## src/sv/hsv2rgb_pkg.sv

```systemverilog
// Shared types, constants and tables for the HSV to RGB PWM converter.
package hsv2rgb_pkg;

  localparam int HUE_W      = 9;
  localparam int LEVEL_W    = 13;
  localparam int LEVEL_BITS = 12;
  localparam int LEVEL_ONE  = 4096;

  localparam int FRAC_BITS  = 12;
  localparam int ONE_F      = 1 << FRAC_BITS;

  localparam int SECTOR_DEG = 60;
  localparam int SECTOR_NUM = 6;
  localparam int HUE_LIMIT  = SECTOR_DEG * SECTOR_NUM;
  localparam int REM_W      = $clog2(SECTOR_DEG);
  localparam int FRAC_LUT_DEPTH = 1 << REM_W;

  localparam int PROD_W     = 2 * (LEVEL_W + 1);
  localparam int SF_PROD_W  = LEVEL_W + FRAC_BITS;
  localparam int SFC_PROD_W = SF_PROD_W + 1;

  localparam int QDEPTH     = 2;
  localparam int QPTR_W     = $clog2(QDEPTH);
  localparam int QCNT_W     = $clog2(QDEPTH + 1);

  typedef enum logic [2:0] {
    SECT_R_TO_Y = 3'd0,
    SECT_Y_TO_G = 3'd1,
    SECT_G_TO_C = 3'd2,
    SECT_C_TO_B = 3'd3,
    SECT_B_TO_M = 3'd4,
    SECT_M_TO_R = 3'd5
  } sector_t;

  typedef logic [FRAC_LUT_DEPTH-1:0][FRAC_BITS-1:0] frac_lut_t;

  // Classified word passed from the front end to the arithmetic back end.
  typedef struct packed {
    logic                 blank;
    sector_t              sector;
    logic [FRAC_BITS-1:0] frac;
    logic [LEVEL_W-1:0]   sat;
    logic [LEVEL_W-1:0]   bri;
  } item_t;

  typedef struct packed {
    logic               blank;
    sector_t            sector;
    logic [LEVEL_W-1:0] sat;
    logic [LEVEL_W-1:0] bri;
    logic [LEVEL_W-1:0] sf;
    logic [LEVEL_W-1:0] sfc;
  } stage1_t;

  typedef struct packed {
    logic                     blank;
    sector_t                  sector;
    logic [LEVEL_W-1:0]       vv;
    logic signed [PROD_W-1:0] prod_p;
    logic signed [PROD_W-1:0] prod_q;
    logic signed [PROD_W-1:0] prod_t;
  } stage2_t;

  // Fraction within a sector, (rem << FRAC_BITS) / 60, truncated.
  function automatic frac_lut_t build_frac_lut();
    frac_lut_t lut;
    for (int i = 0; i < FRAC_LUT_DEPTH; i++) begin
      if (i < SECTOR_DEG) begin
        lut[i] = FRAC_BITS'((i << FRAC_BITS) / SECTOR_DEG);
      end else begin
        lut[i] = '0;
      end
    end
    return lut;
  endfunction

  localparam frac_lut_t FRAC_LUT = build_frac_lut();

endpackage

```

## src/sv/hsv2rgb_ifs.sv

```systemverilog
// Valid/ready channel interfaces for the HSV input and the RGB result words.
interface hsv2rgb_in_if;
  logic                             valid;
  logic                             ready;
  logic [hsv2rgb_pkg::HUE_W-1:0]    hue;
  logic [hsv2rgb_pkg::LEVEL_W-1:0]  saturation;
  logic [hsv2rgb_pkg::LEVEL_W-1:0]  brightness;

  modport source (output valid, hue, saturation, brightness, input ready);
  modport sink (input valid, hue, saturation, brightness, output ready);
endinterface

interface hsv2rgb_out_if;
  logic                             valid;
  logic                             ready;
  logic [hsv2rgb_pkg::LEVEL_W-1:0]  red;
  logic [hsv2rgb_pkg::LEVEL_W-1:0]  green;
  logic [hsv2rgb_pkg::LEVEL_W-1:0]  blue;

  modport source (output valid, red, green, blue, input ready);
  modport sink (input valid, red, green, blue, output ready);
endinterface

```

## src/sv/hsv_to_rgb_12bit_pwm_unit.sv

```systemverilog
// Top level of the HSV to RGB converter for 12-bit PWM channels.
// The unit converts one HSV word per clock cycle into red, green and blue PWM
// levels from 0 to 4096, with no state carried between words. A word passes
// through the classifying front end, the two-entry queue and the two multiplier
// stages of the back end before the output register. The steady rate of one word
// per cycle, when the output is not stalled, is set by the back end, whose five
// multipliers each work once per word. Hues from 360 to 511 give black.
// Saturation above 4096 drives negative levels to zero, and levels above 4096
// clamp to 4096.
module hsv_to_rgb_12bit_pwm_unit (
  input  logic            clk,
  input  logic            rst_n,
  hsv2rgb_in_if.sink      in_word,
  hsv2rgb_out_if.source   out_word
);

  hsv2rgb_pkg::item_t  front_item;
  logic                front_valid;
  logic                front_ready;
  hsv2rgb_pkg::item_t  queue_item;
  logic                queue_valid;
  logic                queue_ready;

  hsv2rgb_front u_front (
    .clk          (clk),
    .rst_n        (rst_n),
    .in_word      (in_word),
    .item_o       (front_item),
    .item_valid_o (front_valid),
    .item_ready_i (front_ready)
  );

  hsv2rgb_fifo u_fifo (
    .clk          (clk),
    .rst_n        (rst_n),
    .push_item_i  (front_item),
    .push_valid_i (front_valid),
    .push_ready_o (front_ready),
    .pop_item_o   (queue_item),
    .pop_valid_o  (queue_valid),
    .pop_ready_i  (queue_ready)
  );

  hsv2rgb_back u_back (
    .clk          (clk),
    .rst_n        (rst_n),
    .item_i       (queue_item),
    .item_valid_i (queue_valid),
    .item_ready_o (queue_ready),
    .out_word     (out_word)
  );

endmodule

```

## src/sv/hsv2rgb_front.sv

```systemverilog
// Front end: accepts HSV words, finds the hue sector and the fraction within it.
module hsv2rgb_front (
  input  logic                clk,
  input  logic                rst_n,
  hsv2rgb_in_if.sink          in_word,
  output hsv2rgb_pkg::item_t  item_o,
  output logic                item_valid_o,
  input  logic                item_ready_i
);

  logic                                 valid_r;
  hsv2rgb_pkg::item_t                   item_r;
  hsv2rgb_pkg::item_t                   item_nxt;
  logic                                 blank;
  logic [2:0]                           sector_idx;
  logic [hsv2rgb_pkg::HUE_W-1:0]        base;
  logic [hsv2rgb_pkg::REM_W-1:0]        rem;

  assign in_word.ready = !valid_r || item_ready_i;

  always_comb begin
    blank      = in_word.hue >= hsv2rgb_pkg::HUE_W'(hsv2rgb_pkg::HUE_LIMIT);
    sector_idx = '0;
    for (int i = 1; i < hsv2rgb_pkg::SECTOR_NUM; i++) begin
      if (in_word.hue >= hsv2rgb_pkg::HUE_W'(i * hsv2rgb_pkg::SECTOR_DEG)) begin
        sector_idx = 3'(i);
      end
    end
    base = hsv2rgb_pkg::HUE_W'(hsv2rgb_pkg::SECTOR_DEG) * hsv2rgb_pkg::HUE_W'(sector_idx);
    if (blank) begin
      rem = '0;
    end else begin
      rem = hsv2rgb_pkg::REM_W'(in_word.hue - base);
    end
    item_nxt.blank  = blank;
    item_nxt.sector = hsv2rgb_pkg::sector_t'(sector_idx);
    item_nxt.frac   = hsv2rgb_pkg::FRAC_LUT[rem];
    item_nxt.sat    = in_word.saturation;
    item_nxt.bri    = in_word.brightness;
  end

  always_ff @(posedge clk) begin
    if (!rst_n) begin
      valid_r <= 1'b0;
    end else if (in_word.ready) begin
      valid_r <= in_word.valid;
    end
  end

  always_ff @(posedge clk) begin
    if (in_word.valid && in_word.ready) begin
      item_r <= item_nxt;
    end
  end

  assign item_o       = item_r;
  assign item_valid_o = valid_r;

endmodule

```

## src/sv/hsv2rgb_fifo.sv

```systemverilog
// Short queue that decouples the classifying front end from the arithmetic back end.
module hsv2rgb_fifo (
  input  logic                clk,
  input  logic                rst_n,
  input  hsv2rgb_pkg::item_t  push_item_i,
  input  logic                push_valid_i,
  output logic                push_ready_o,
  output hsv2rgb_pkg::item_t  pop_item_o,
  output logic                pop_valid_o,
  input  logic                pop_ready_i
);

  hsv2rgb_pkg::item_t                mem [hsv2rgb_pkg::QDEPTH];
  logic [hsv2rgb_pkg::QPTR_W-1:0]    wr_ptr_r;
  logic [hsv2rgb_pkg::QPTR_W-1:0]    rd_ptr_r;
  logic [hsv2rgb_pkg::QCNT_W-1:0]    count_r;
  logic [hsv2rgb_pkg::QCNT_W-1:0]    count_nxt;
  logic                              push;
  logic                              pop;

  assign push_ready_o = count_r != hsv2rgb_pkg::QCNT_W'(hsv2rgb_pkg::QDEPTH);
  assign pop_valid_o  = count_r != '0;
  assign pop_item_o   = mem[rd_ptr_r];
  assign push         = push_valid_i && push_ready_o;
  assign pop          = pop_valid_o && pop_ready_i;

  always_comb begin
    count_nxt = count_r;
    if (push && !pop) begin
      count_nxt = count_r + 1'b1;
    end else if (pop && !push) begin
      count_nxt = count_r - 1'b1;
    end
  end

  always_ff @(posedge clk) begin
    if (!rst_n) begin
      wr_ptr_r <= '0;
      rd_ptr_r <= '0;
      count_r  <= '0;
    end else begin
      count_r <= count_nxt;
      if (push) begin
        wr_ptr_r <= (wr_ptr_r == hsv2rgb_pkg::QPTR_W'(hsv2rgb_pkg::QDEPTH - 1)) ?
                    '0 : wr_ptr_r + 1'b1;
      end
      if (pop) begin
        rd_ptr_r <= (rd_ptr_r == hsv2rgb_pkg::QPTR_W'(hsv2rgb_pkg::QDEPTH - 1)) ?
                    '0 : rd_ptr_r + 1'b1;
      end
    end
  end

  always_ff @(posedge clk) begin
    if (push) begin
      mem[wr_ptr_r] <= push_item_i;
    end
  end

endmodule

```

## src/sv/hsv2rgb_back.sv

```systemverilog
// Back end: three-stage pipeline that forms p, q and t and routes them to RGB.
module hsv2rgb_back (
  input  logic                clk,
  input  logic                rst_n,
  input  hsv2rgb_pkg::item_t  item_i,
  input  logic                item_valid_i,
  output logic                item_ready_o,
  hsv2rgb_out_if.source       out_word
);

  logic                                   s1_valid_r;
  logic                                   s2_valid_r;
  logic                                   out_valid_r;
  logic                                   s1_rdy;
  logic                                   s2_rdy;
  logic                                   out_rdy;
  hsv2rgb_pkg::stage1_t                   s1_r;
  hsv2rgb_pkg::stage1_t                   s1_nxt;
  hsv2rgb_pkg::stage2_t                   s2_r;
  hsv2rgb_pkg::stage2_t                   s2_nxt;
  logic [hsv2rgb_pkg::LEVEL_W-1:0]        red_r;
  logic [hsv2rgb_pkg::LEVEL_W-1:0]        green_r;
  logic [hsv2rgb_pkg::LEVEL_W-1:0]        blue_r;
  logic [hsv2rgb_pkg::LEVEL_W-1:0]        red_nxt;
  logic [hsv2rgb_pkg::LEVEL_W-1:0]        green_nxt;
  logic [hsv2rgb_pkg::LEVEL_W-1:0]        blue_nxt;
  logic [hsv2rgb_pkg::SF_PROD_W-1:0]      sf_prod;
  logic [hsv2rgb_pkg::SFC_PROD_W-1:0]     sfc_prod;
  logic [hsv2rgb_pkg::FRAC_BITS:0]        frac_c;
  logic signed [hsv2rgb_pkg::LEVEL_W:0]   bri_s;
  logic signed [hsv2rgb_pkg::LEVEL_W:0]   k_p;
  logic signed [hsv2rgb_pkg::LEVEL_W:0]   k_q;
  logic signed [hsv2rgb_pkg::LEVEL_W:0]   k_t;
  logic [hsv2rgb_pkg::LEVEL_W-1:0]        lvl_p;
  logic [hsv2rgb_pkg::LEVEL_W-1:0]        lvl_q;
  logic [hsv2rgb_pkg::LEVEL_W-1:0]        lvl_t;

  // Positive products are floored to Q12 and clamped to full scale.
  function automatic logic [hsv2rgb_pkg::LEVEL_W-1:0] level_clip(
    input logic signed [hsv2rgb_pkg::PROD_W-1:0] prod
  );
    logic [hsv2rgb_pkg::PROD_W-2-hsv2rgb_pkg::LEVEL_BITS:0] shifted;
    shifted = prod[hsv2rgb_pkg::PROD_W-2:hsv2rgb_pkg::LEVEL_BITS];
    if (prod <= 0) begin
      return '0;
    end else if (shifted > ($bits(shifted))'(hsv2rgb_pkg::LEVEL_ONE)) begin
      return hsv2rgb_pkg::LEVEL_W'(hsv2rgb_pkg::LEVEL_ONE);
    end else begin
      return shifted[hsv2rgb_pkg::LEVEL_W-1:0];
    end
  endfunction

  assign out_rdy      = !out_valid_r || out_word.ready;
  assign s2_rdy       = !s2_valid_r || out_rdy;
  assign s1_rdy       = !s1_valid_r || s2_rdy;
  assign item_ready_o = s1_rdy;

  always_comb begin
    frac_c   = (hsv2rgb_pkg::FRAC_BITS + 1)'(hsv2rgb_pkg::ONE_F) - {1'b0, item_i.frac};
    sf_prod  = hsv2rgb_pkg::SF_PROD_W'(item_i.sat) *
               hsv2rgb_pkg::SF_PROD_W'(item_i.frac);
    sfc_prod = hsv2rgb_pkg::SFC_PROD_W'(item_i.sat) *
               hsv2rgb_pkg::SFC_PROD_W'(frac_c);
    s1_nxt.blank  = item_i.blank;
    s1_nxt.sector = item_i.sector;
    s1_nxt.sat    = item_i.sat;
    s1_nxt.bri    = item_i.bri;
    s1_nxt.sf     = sf_prod[hsv2rgb_pkg::FRAC_BITS +: hsv2rgb_pkg::LEVEL_W];
    s1_nxt.sfc    = sfc_prod[hsv2rgb_pkg::FRAC_BITS +: hsv2rgb_pkg::LEVEL_W];
  end

  always_comb begin
    bri_s = $signed({1'b0, s1_r.bri});
    k_p   = (hsv2rgb_pkg::LEVEL_W + 1)'(hsv2rgb_pkg::LEVEL_ONE) - $signed({1'b0, s1_r.sat});
    k_q   = (hsv2rgb_pkg::LEVEL_W + 1)'(hsv2rgb_pkg::LEVEL_ONE) - $signed({1'b0, s1_r.sf});
    k_t   = (hsv2rgb_pkg::LEVEL_W + 1)'(hsv2rgb_pkg::LEVEL_ONE) - $signed({1'b0, s1_r.sfc});
    s2_nxt.blank  = s1_r.blank;
    s2_nxt.sector = s1_r.sector;
    if (s1_r.bri > hsv2rgb_pkg::LEVEL_W'(hsv2rgb_pkg::LEVEL_ONE)) begin
      s2_nxt.vv = hsv2rgb_pkg::LEVEL_W'(hsv2rgb_pkg::LEVEL_ONE);
    end else begin
      s2_nxt.vv = s1_r.bri;
    end
    s2_nxt.prod_p = hsv2rgb_pkg::PROD_W'(bri_s) * hsv2rgb_pkg::PROD_W'(k_p);
    s2_nxt.prod_q = hsv2rgb_pkg::PROD_W'(bri_s) * hsv2rgb_pkg::PROD_W'(k_q);
    s2_nxt.prod_t = hsv2rgb_pkg::PROD_W'(bri_s) * hsv2rgb_pkg::PROD_W'(k_t);
  end

  always_comb begin
    lvl_p     = level_clip(s2_r.prod_p);
    lvl_q     = level_clip(s2_r.prod_q);
    lvl_t     = level_clip(s2_r.prod_t);
    red_nxt   = '0;
    green_nxt = '0;
    blue_nxt  = '0;
    if (!s2_r.blank) begin
      unique case (s2_r.sector)
        hsv2rgb_pkg::SECT_R_TO_Y: begin
          red_nxt = s2_r.vv; green_nxt = lvl_t;   blue_nxt = lvl_p;
        end
        hsv2rgb_pkg::SECT_Y_TO_G: begin
          red_nxt = lvl_q;   green_nxt = s2_r.vv; blue_nxt = lvl_p;
        end
        hsv2rgb_pkg::SECT_G_TO_C: begin
          red_nxt = lvl_p;   green_nxt = s2_r.vv; blue_nxt = lvl_t;
        end
        hsv2rgb_pkg::SECT_C_TO_B: begin
          red_nxt = lvl_p;   green_nxt = lvl_q;   blue_nxt = s2_r.vv;
        end
        hsv2rgb_pkg::SECT_B_TO_M: begin
          red_nxt = lvl_t;   green_nxt = lvl_p;   blue_nxt = s2_r.vv;
        end
        hsv2rgb_pkg::SECT_M_TO_R: begin
          red_nxt = s2_r.vv; green_nxt = lvl_p;   blue_nxt = lvl_q;
        end
        default: begin
          red_nxt = '0;      green_nxt = '0;      blue_nxt = '0;
        end
      endcase
    end
  end

  always_ff @(posedge clk) begin
    if (!rst_n) begin
      s1_valid_r  <= 1'b0;
      s2_valid_r  <= 1'b0;
      out_valid_r <= 1'b0;
    end else begin
      if (s1_rdy) begin
        s1_valid_r <= item_valid_i;
      end
      if (s2_rdy) begin
        s2_valid_r <= s1_valid_r;
      end
      if (out_rdy) begin
        out_valid_r <= s2_valid_r;
      end
    end
  end

  always_ff @(posedge clk) begin
    if (item_valid_i && s1_rdy) begin
      s1_r <= s1_nxt;
    end
    if (s1_valid_r && s2_rdy) begin
      s2_r <= s2_nxt;
    end
    if (s2_valid_r && out_rdy) begin
      red_r   <= red_nxt;
      green_r <= green_nxt;
      blue_r  <= blue_nxt;
    end
  end

  assign out_word.valid = out_valid_r;
  assign out_word.red   = red_r;
  assign out_word.green = green_r;
  assign out_word.blue  = blue_r;

endmodule
```

## src/flat_wrapper.sv

```systemverilog
// flat-port wrapper written by rule: the top's interface ports become plain ports
module hsv_to_rgb_12bit_pwm_unit_flat 
  (clk, rst_n, in_word_valid, in_word_hue, in_word_saturation, in_word_brightness, in_word_ready, out_word_valid, out_word_red, out_word_green, out_word_blue, out_word_ready);
  hsv2rgb_in_if in_word_i ();
  hsv2rgb_out_if out_word_i ();
  input  logic clk;
  input  logic rst_n;
  input wire logic [$bits(in_word_i.valid)-1:0] in_word_valid;
  input wire logic [$bits(in_word_i.hue)-1:0] in_word_hue;
  input wire logic [$bits(in_word_i.saturation)-1:0] in_word_saturation;
  input wire logic [$bits(in_word_i.brightness)-1:0] in_word_brightness;
  output wire logic [$bits(in_word_i.ready)-1:0] in_word_ready;
  output wire logic [$bits(out_word_i.valid)-1:0] out_word_valid;
  output wire logic [$bits(out_word_i.red)-1:0] out_word_red;
  output wire logic [$bits(out_word_i.green)-1:0] out_word_green;
  output wire logic [$bits(out_word_i.blue)-1:0] out_word_blue;
  input wire logic [$bits(out_word_i.ready)-1:0] out_word_ready;
  assign in_word_i.valid = in_word_valid;
  assign in_word_i.hue = in_word_hue;
  assign in_word_i.saturation = in_word_saturation;
  assign in_word_i.brightness = in_word_brightness;
  assign in_word_ready = in_word_i.ready;
  assign out_word_valid = out_word_i.valid;
  assign out_word_red = out_word_i.red;
  assign out_word_green = out_word_i.green;
  assign out_word_blue = out_word_i.blue;
  assign out_word_i.ready = out_word_ready;
  hsv_to_rgb_12bit_pwm_unit u_core (.clk(clk), .rst_n(rst_n), .in_word(in_word_i), .out_word(out_word_i));
endmodule
```

## config.mk

```make
export PLATFORM = sky130hd
export DESIGN_NAME = hsv_to_rgb_12bit_pwm_unit_flat
export DESIGN_NICKNAME = d
export VERILOG_FILES = /design/src/sv/hsv2rgb_pkg.sv /design/src/sv/hsv2rgb_ifs.sv /design/src/sv/hsv_to_rgb_12bit_pwm_unit.sv /design/src/sv/hsv2rgb_front.sv /design/src/sv/hsv2rgb_fifo.sv /design/src/sv/hsv2rgb_back.sv /design/src/flat_wrapper.sv
export SDC_FILE = /design/constraint.sdc
export NUM_CORES = 2
export LEC_CHECK = 0
export BUFFER_PORTS_ARGS = -buffer_cell sky130_fd_sc_hd__buf_2
export CORE_MARGIN = 2
export CORE_UTILIZATION = 30
export CTS_CLUSTER_SIZE = 12
export DETAILED_ROUTE_END_ITERATION = 10
export PLACE_DENSITY = 0.51
export SETUP_SLACK_MARGIN = 0.3
export SLEW_MARGIN = 15
export SYNTH_ARGS = -nofsm -noshare
export SYNTH_HDL_FRONTEND = slang
export SYNTH_SLANG_ARGS = --single-unit
export TNS_END_PERCENT = 5
```

## constraint.sdc

```tcl
create_clock -name clk -period 17.4 [get_ports clk]
set_clock_uncertainty 0.15 [all_clocks]
set_input_delay 0 -clock clk [delete_from_list [all_inputs] [get_ports clk]]
set_output_delay 0 -clock clk [all_outputs]
set_load 0.01 [all_outputs]
```

## After elaboration in Yosys (flattened, before gate mapping)

Memories as Yosys holds them, arrays and structs flattened. A register that Yosys moved wholly into a read port is not among the register bits.
Cells that the tools add are included.

| cells by class | value |
|---|---|
| $add $sub $neg | 9 |
| multiply operators | 6 |
| div/mod/pow operators | 0 |
| magnitude comparators | 13 |
| equality and inequality tests | 6 |
| shift-type cells | 0 |
| mux-type cells | 23 |
| bitwise gates (word level) | 0 |
| reduce and logical (&&, ||, !) cells | 26 |

Operator list:

| operator | count |
|---|---|
| $pmux W13 S4 | 3 |
| $le A28 B1 Y1 const B | 3 |
| $mul A14 B14 Y28 | 3 |
| $mux W13 | 6 |
| $gt A15 B13 Y1 const B | 3 |
| $sub A13 B13 Y14 const A | 3 |
| $mul A13 B12 Y25 | 1 |
| $mul A13 B13 Y25 | 1 |
| $ge A9 B8 Y1 const B | 2 |
| $ge A9 B9 Y1 const B | 2 |
| $gt A13 B13 Y1 const B | 1 |
| $sub A13 B12 Y13 const A | 1 |
| $mux W3 | 4 |
| $reduce_or A2 Y1 | 6 |
| $ge A9 B6 Y1 const B | 1 |
| $ge A9 B7 Y1 const B | 1 |
| $logic_and A1 B1 Y1 | 7 |
| $mux W1 | 7 |
| $eq A3 B2 Y1 const B | 2 |
| $eq A3 B3 Y1 const B | 2 |
| $logic_not A1 Y1 | 6 |
| $mux W6 | 1 |
| $sub A6 B6 Y6 | 1 |
| $logic_or A1 B1 Y1 | 4 |
| other kinds (9) | 12 |

| word-level totals | value |
|---|---|
| register bits after elaboration | 234 |
| bits in latches | 0 |
| memory bits (writable) | 84 |
| bits in read-only memories | 768 |
| input port bits | 39 |
| output and inout bits | 41 |
| logic and storage cells | 111 |
| memories | 2 |

Memory list:

| name | depth | bits a word | read ports | clocked after Yosys merged registers in | wr ports | line | text |
|---|---|---|---|---|---|---|---|
| (name not given) | 64 | 12 | 1 | 1 | 0 | hsv2rgb_front.sv:37 | `item_nxt.frac = hsv2rgb_pkg::FRAC_LUT[rem];` |
| u_core.u_fifo.mem | 2 | 42 | 1 | 1 | 1 | hsv2rgb_fifo.sv:13 | `hsv2rgb_pkg::item_t mem [hsv2rgb_pkg::QDEPTH];` |

## Longest topological paths before layout

| logic depth | value |
|---|---|
| depth in word-level cells | 9 |
| depth in mapped cells | 28 |
| depth with buffers taken out | 26 |

## Cells and area by module

From an unflattened synthesis, not the netlist that was laid out.

| unflattened totals | value |
|---|---|
| cell total of the unflattened synthesis | 4214 |
| area, all modules | 42365.6 µm² |

By module, submodules not included:

| module | times used | cells an instance | area each (µm²) | sequential area each (µm²) |
|---|---|---|---|---|
| hsv2rgb_back | 1 | 3897 | 37064.3 | 5945.7 |
| hsv2rgb_fifo | 1 | 155 | 3263.1 | 2622.5 |
| hsv2rgb_front | 1 | 162 | 2038.2 | 1101.1 |

## Worst setup path before layout

OpenSTA, ideal clock, no wires.

| path | value |
|---|---|
| kind | reg-to-reg |
| from | register u_core.u_back.s1_r[39] (netlist bit) |
| to | register u_core.u_back.s2_r[83] (netlist bit) (data pin) |
| library setup time | 261 ps |
| arrival time | 6588 ps |
| data required time | 16989 ps |
| path slack | 10400 ps |
| cell stages (with the launch flop) | 27 |
| buffers on the path | 2 |
| clock period less this slack | 7000 ps |
| cells stage by stage | edfxtp_1 > inv_1 > ha_1 > nand2_1 > or3_1 > nor3_1 > xnor2_1 > clkbuf_1 > nand2_1 > fa_1 > inv_1 > fa_1 > fa_1 > fa_1 > fa_1 > inv_1 > fa_1 > inv_1 > ha_1 > clkbuf_1 > a211o_1 > a211oi_1 > o21ai_1 > and2_1 > a211oi_1 > o21ai_0 > xnor2_1 |

RTL lines:

| element | line | text |
|---|---|---|
| start, declared | hsv2rgb_back.sv:17 | `hsv2rgb_pkg::stage1_t s1_r;` |
| start signal, assigned | hsv2rgb_back.sv:143 | `s1_r <= s1_nxt;` |
| end signal, assigned | hsv2rgb_back.sv:146 | `s2_r <= s2_nxt;` |
| end, declared | hsv2rgb_back.sv:19 | `hsv2rgb_pkg::stage2_t s2_r;` |

==> out/metrics.yaml <==
detailed_routing:
  drtPass1Iterations: 8
  routed_via_density: 4.71
  drt_wl_total_microns: 108000
  wl_per_cell_microns: 17.8
  drt_iter0_markers: 1819
  vias: 28722
  drcViolationCount: 0
  drtAntennaViolNets: 0
yosys:
  yosys_warnings: 0
  yosysSeqAreaShare: 0.223
  synth_edf_count: 304
  yosys.area.top_type: "fa_1"
  syn_avg_cell_area_sq_um: 9.93
  yosys-top-cells-area: "fa_1 30%, edfxtp_1 22%, ha_1 14%, inv_1 7.6%, and2_1 4.7%"
  ys_types: 78
  synth-seq-cells: 313
  synth_flop_cell: "edfxtp_1"
  syn_inst: 4193
  synthArstFlopShare: 0
  yosys.area.top_type_share: 0.298
  netlist_area_sq_um: 41700
  syn_nets: 5314
placed_design:
  dp.cells: 5962
  dp_hpwl_microns: 84200
  io_buffers: 79
  gp_congestion: 0.866
cts:
  post_cts_buffers: 0
  numCtsBuffers: 39
  clock-root-buffer: "clkbuf_16"
  postCtsHoldBufs: 61
  cts.sinks: 313
  path_clk_slew_ps: 60
  ctsResizeCount: 0
  clock_latency_ps: 580
  clk_path_buf_depth: 3
  cts_max_level: 2
  cts_tree: "yes"
floorplan:
  dieArea_sq_um: 142000
  core_sq_um: 138000
  rows: 136
  die_h_microns: 377
  start_util: 0.303
  die_x_microns: 377
  io_pins: 80
worst_setup_path:
  r2r_cells: 22
  r2r_end: "u_core.u_back.s1_r[12]"
  crit_required_ps: 17630
  critPathArrivalTime_ps: 8380
  rrSetupSlack_ps: 9250
  path_max_fanout: 42
  critPathCaptureType: "register"
  path_class: "register to register"
  worst_setup_path_start_kind: "register"
status:
  status: "complete, no violations"
timing:
  worst-slew-pin-transition_ps: 1200
  rsz0062_at_grt: "false"
  slew_headroom: 0.195
  min_period_over_period: 0.468
  hold_viol: 0
  setup_viol: 0
  period_minus_slack_ps: 8150
  fmax_mhz: 123
  drv_slew: 0
  setup_tns_ps: 0
global_routing:
  antenna_found_initial: 1
  top_usage_layer: "met2"
  gr-total-overflow: 0
  gr-usage-met3: 0.0143
  use_met1: 0.220
  grt_pass1_wl_microns: 172000
  use_met2: 0.256
  grt_pass1_vias: 29939
  grt_start_max_net_pins: 58
  grt_usage: 0.155
worst_hold_path:
  min_path_type: "primary input to register"
  hold_depth: 2
  hold_end: "u_core.u_front.item_o[12]"
  hold_start: "in_word_brightness[12]"
layout:
  insertedDiodeCount: 0
  final_nets: 5391
  postLayoutCoreUtil: 0.334
  instances_no_fill: 6094
  drive_above_1_share: 0.0602
  area_growth_pct: 10.4
flow_run:
  maxCapViolCount: 0
cell usage in the layout, fill, tap and decap left out, types with 8 or more instances in the layout:
master,netlist,routed
mux2_2,22,22
or2_2,20,20
nor3_1,47,47
a22oi_1,12,12
clkinv_1,3,12
a21oi_1,117,117
o21a_1,22,22
nand2b_1,12,12
buf_2,5,79
or3_1,11,11
nor4_1,27,27
o31ai_1,11,9
dlygate4sd3_1,0,61
xnor2_1,105,101
nand4_1,12,12
nor2b_1,38,36
a222oi_1,22,22
o211ai_1,12,12
xor2_1,39,38
a21o_1,48,48
a211oi_1,19,19
mux2i_1,18,18
and3_1,17,16
and2_1,310,309
o21bai_1,12,12
o21ai_0,52,52
a31oi_1,33,33
fa_1,620,620
dfxtp_1,9,8
clkbuf_16,0,40
inv_1,841,840
nand3_1,29,29
buf_4,0,54
nor2_1,205,204
nand2_1,439,439
ha_1,462,462
edfxtp_1,304,304
cells by family (layout without fill, tap and decap cells):
| logic type | after synthesis | count (layout) | synth area share |
|---|---|---|---|
| xor gates and xnor gates | 144 | 144 | 0.0303 |
| muxes | 45 | 45 | 0.0126 |
| buffers and inverters | 1003 | 1110 | 0.0909 |
| and+or+nand+nor | 1190 | 1190 | 0.139 |
| AOI/OAI and AO/OA | 415 | 415 | 0.0664 |
| adders and majority gates | 1083 | 1083 | 0.437 |
| DFF | 313 | 313 | 0.223 |
critical path, cell delays in order, from the launching register on:
cell and delay, ps:
dfxtp_2 310, buf_4 530, a21o_1 450, inv_1 330, ha_1 380, xnor2_1 920, nand2_1 180, fa_1 550
inv_1 50, fa_1 600, inv_1 90, fa_1 510, inv_1 60, fa_1 550, fa_1 410, ha_1 310
a21o_1 180, a21o_1 180, a22o_1 270, o21ai_2 200, nand2_1 160, a31o_2 270, a311oi_1 250
worst max path at each step:
| stage | endpoint | startpoint | slack, ps |
|---|---|---|---|
| 2_1_floorplan | u_core.u_back.s2_r[83] | u_core.u_back.s1_r[39] | 10400 |
| 3_3_place_gp | u_core.u_back.s1_r[11] | register | 9370 |
| 3_5_place_dp | u_core.u_back.s1_r[12] | register | 9380 |
| 4_1_cts | u_core.u_back.s1_r[12] | register | 9320 |
| 5_1_grt | u_core.u_back.s1_r[12] | register | 8790 |
| 6_report | u_core.u_back.s1_r[12] | register | 9250 |
layout make-up:
| type | instances | area, sq um |
|---|---|---|
| clock buffers | 46 | 1020 |
| clock inverters | 25 | 179 |
| fillers | 14016 | 91700 |
| inverters | 845 | 3170 |
| multi-input cells | 2877 | 28600 |
| flip-flops and latches | 313 | 9310 |
| well taps | 1794 | 2240 |
| repair buffers | 194 | 1410 |
sequential cells by signal, indices dropped and copies added (netlist names), named ones only:
name,flops
u_core.u_fifo.mem,72
u_core.u_fifo.wr_ptr_r,1
u_core.u_back.out_word.valid,1
u_core.u_back.out_word.green,13
u_core.u_back.s1_valid_r,1
u_core.u_back.s2_valid_r,1
u_core.u_front.item_valid_o,1
u_core.u_back.out_word.blue,13
u_core.u_back.bri_s,13
u_core.u_front.item_o,36
u_core.u_back.out_word.red,13
u_core.u_fifo.count_r,2
u_core.u_fifo.rd_ptr_r,1
u_core.u_back.s2_r,101
u_core.u_back.s1_r,43
metrics by stage:
stage | instance area [sq um] | setup WS, ps | hold slack, ps
after floorplan | 41700 | 10400 | -51.1
after global placement | 44100 | 9370 | 27.1
after detailed placement | 44100 | 9380 | 28.1
after CTS | 46000 | 9320 | 0.685
after global routing | 46000 | 8790 | 7.91
final | 46000 | 9250 | 31.5
synthesized netlist by cell type (27+ instances only):
library cell	n
a21oi_1	117
edfxtp_1	304
clkbuf_1	147
a21o_1	48
nor3_1	47
nor4_1	27
nand2_1	439
inv_1	841
o21ai_0	52
and2_1	310
nor2b_1	38
xnor2_1	105
a31oi_1	33
nand3_1	29
xor2_1	39
nor2_1	205
ha_1	462
fa_1	620
metal layers:
layer,vias up,share of wire
li1,13493,-
met1,14537,0.47
met2,571,0.47
met3,121,0.036
met4,0,0.020
met5,-,0
Power is left out: the tool's default activity adds up to more than one toggle a clock period on the data nets, which glitch-free logic cannot reach.
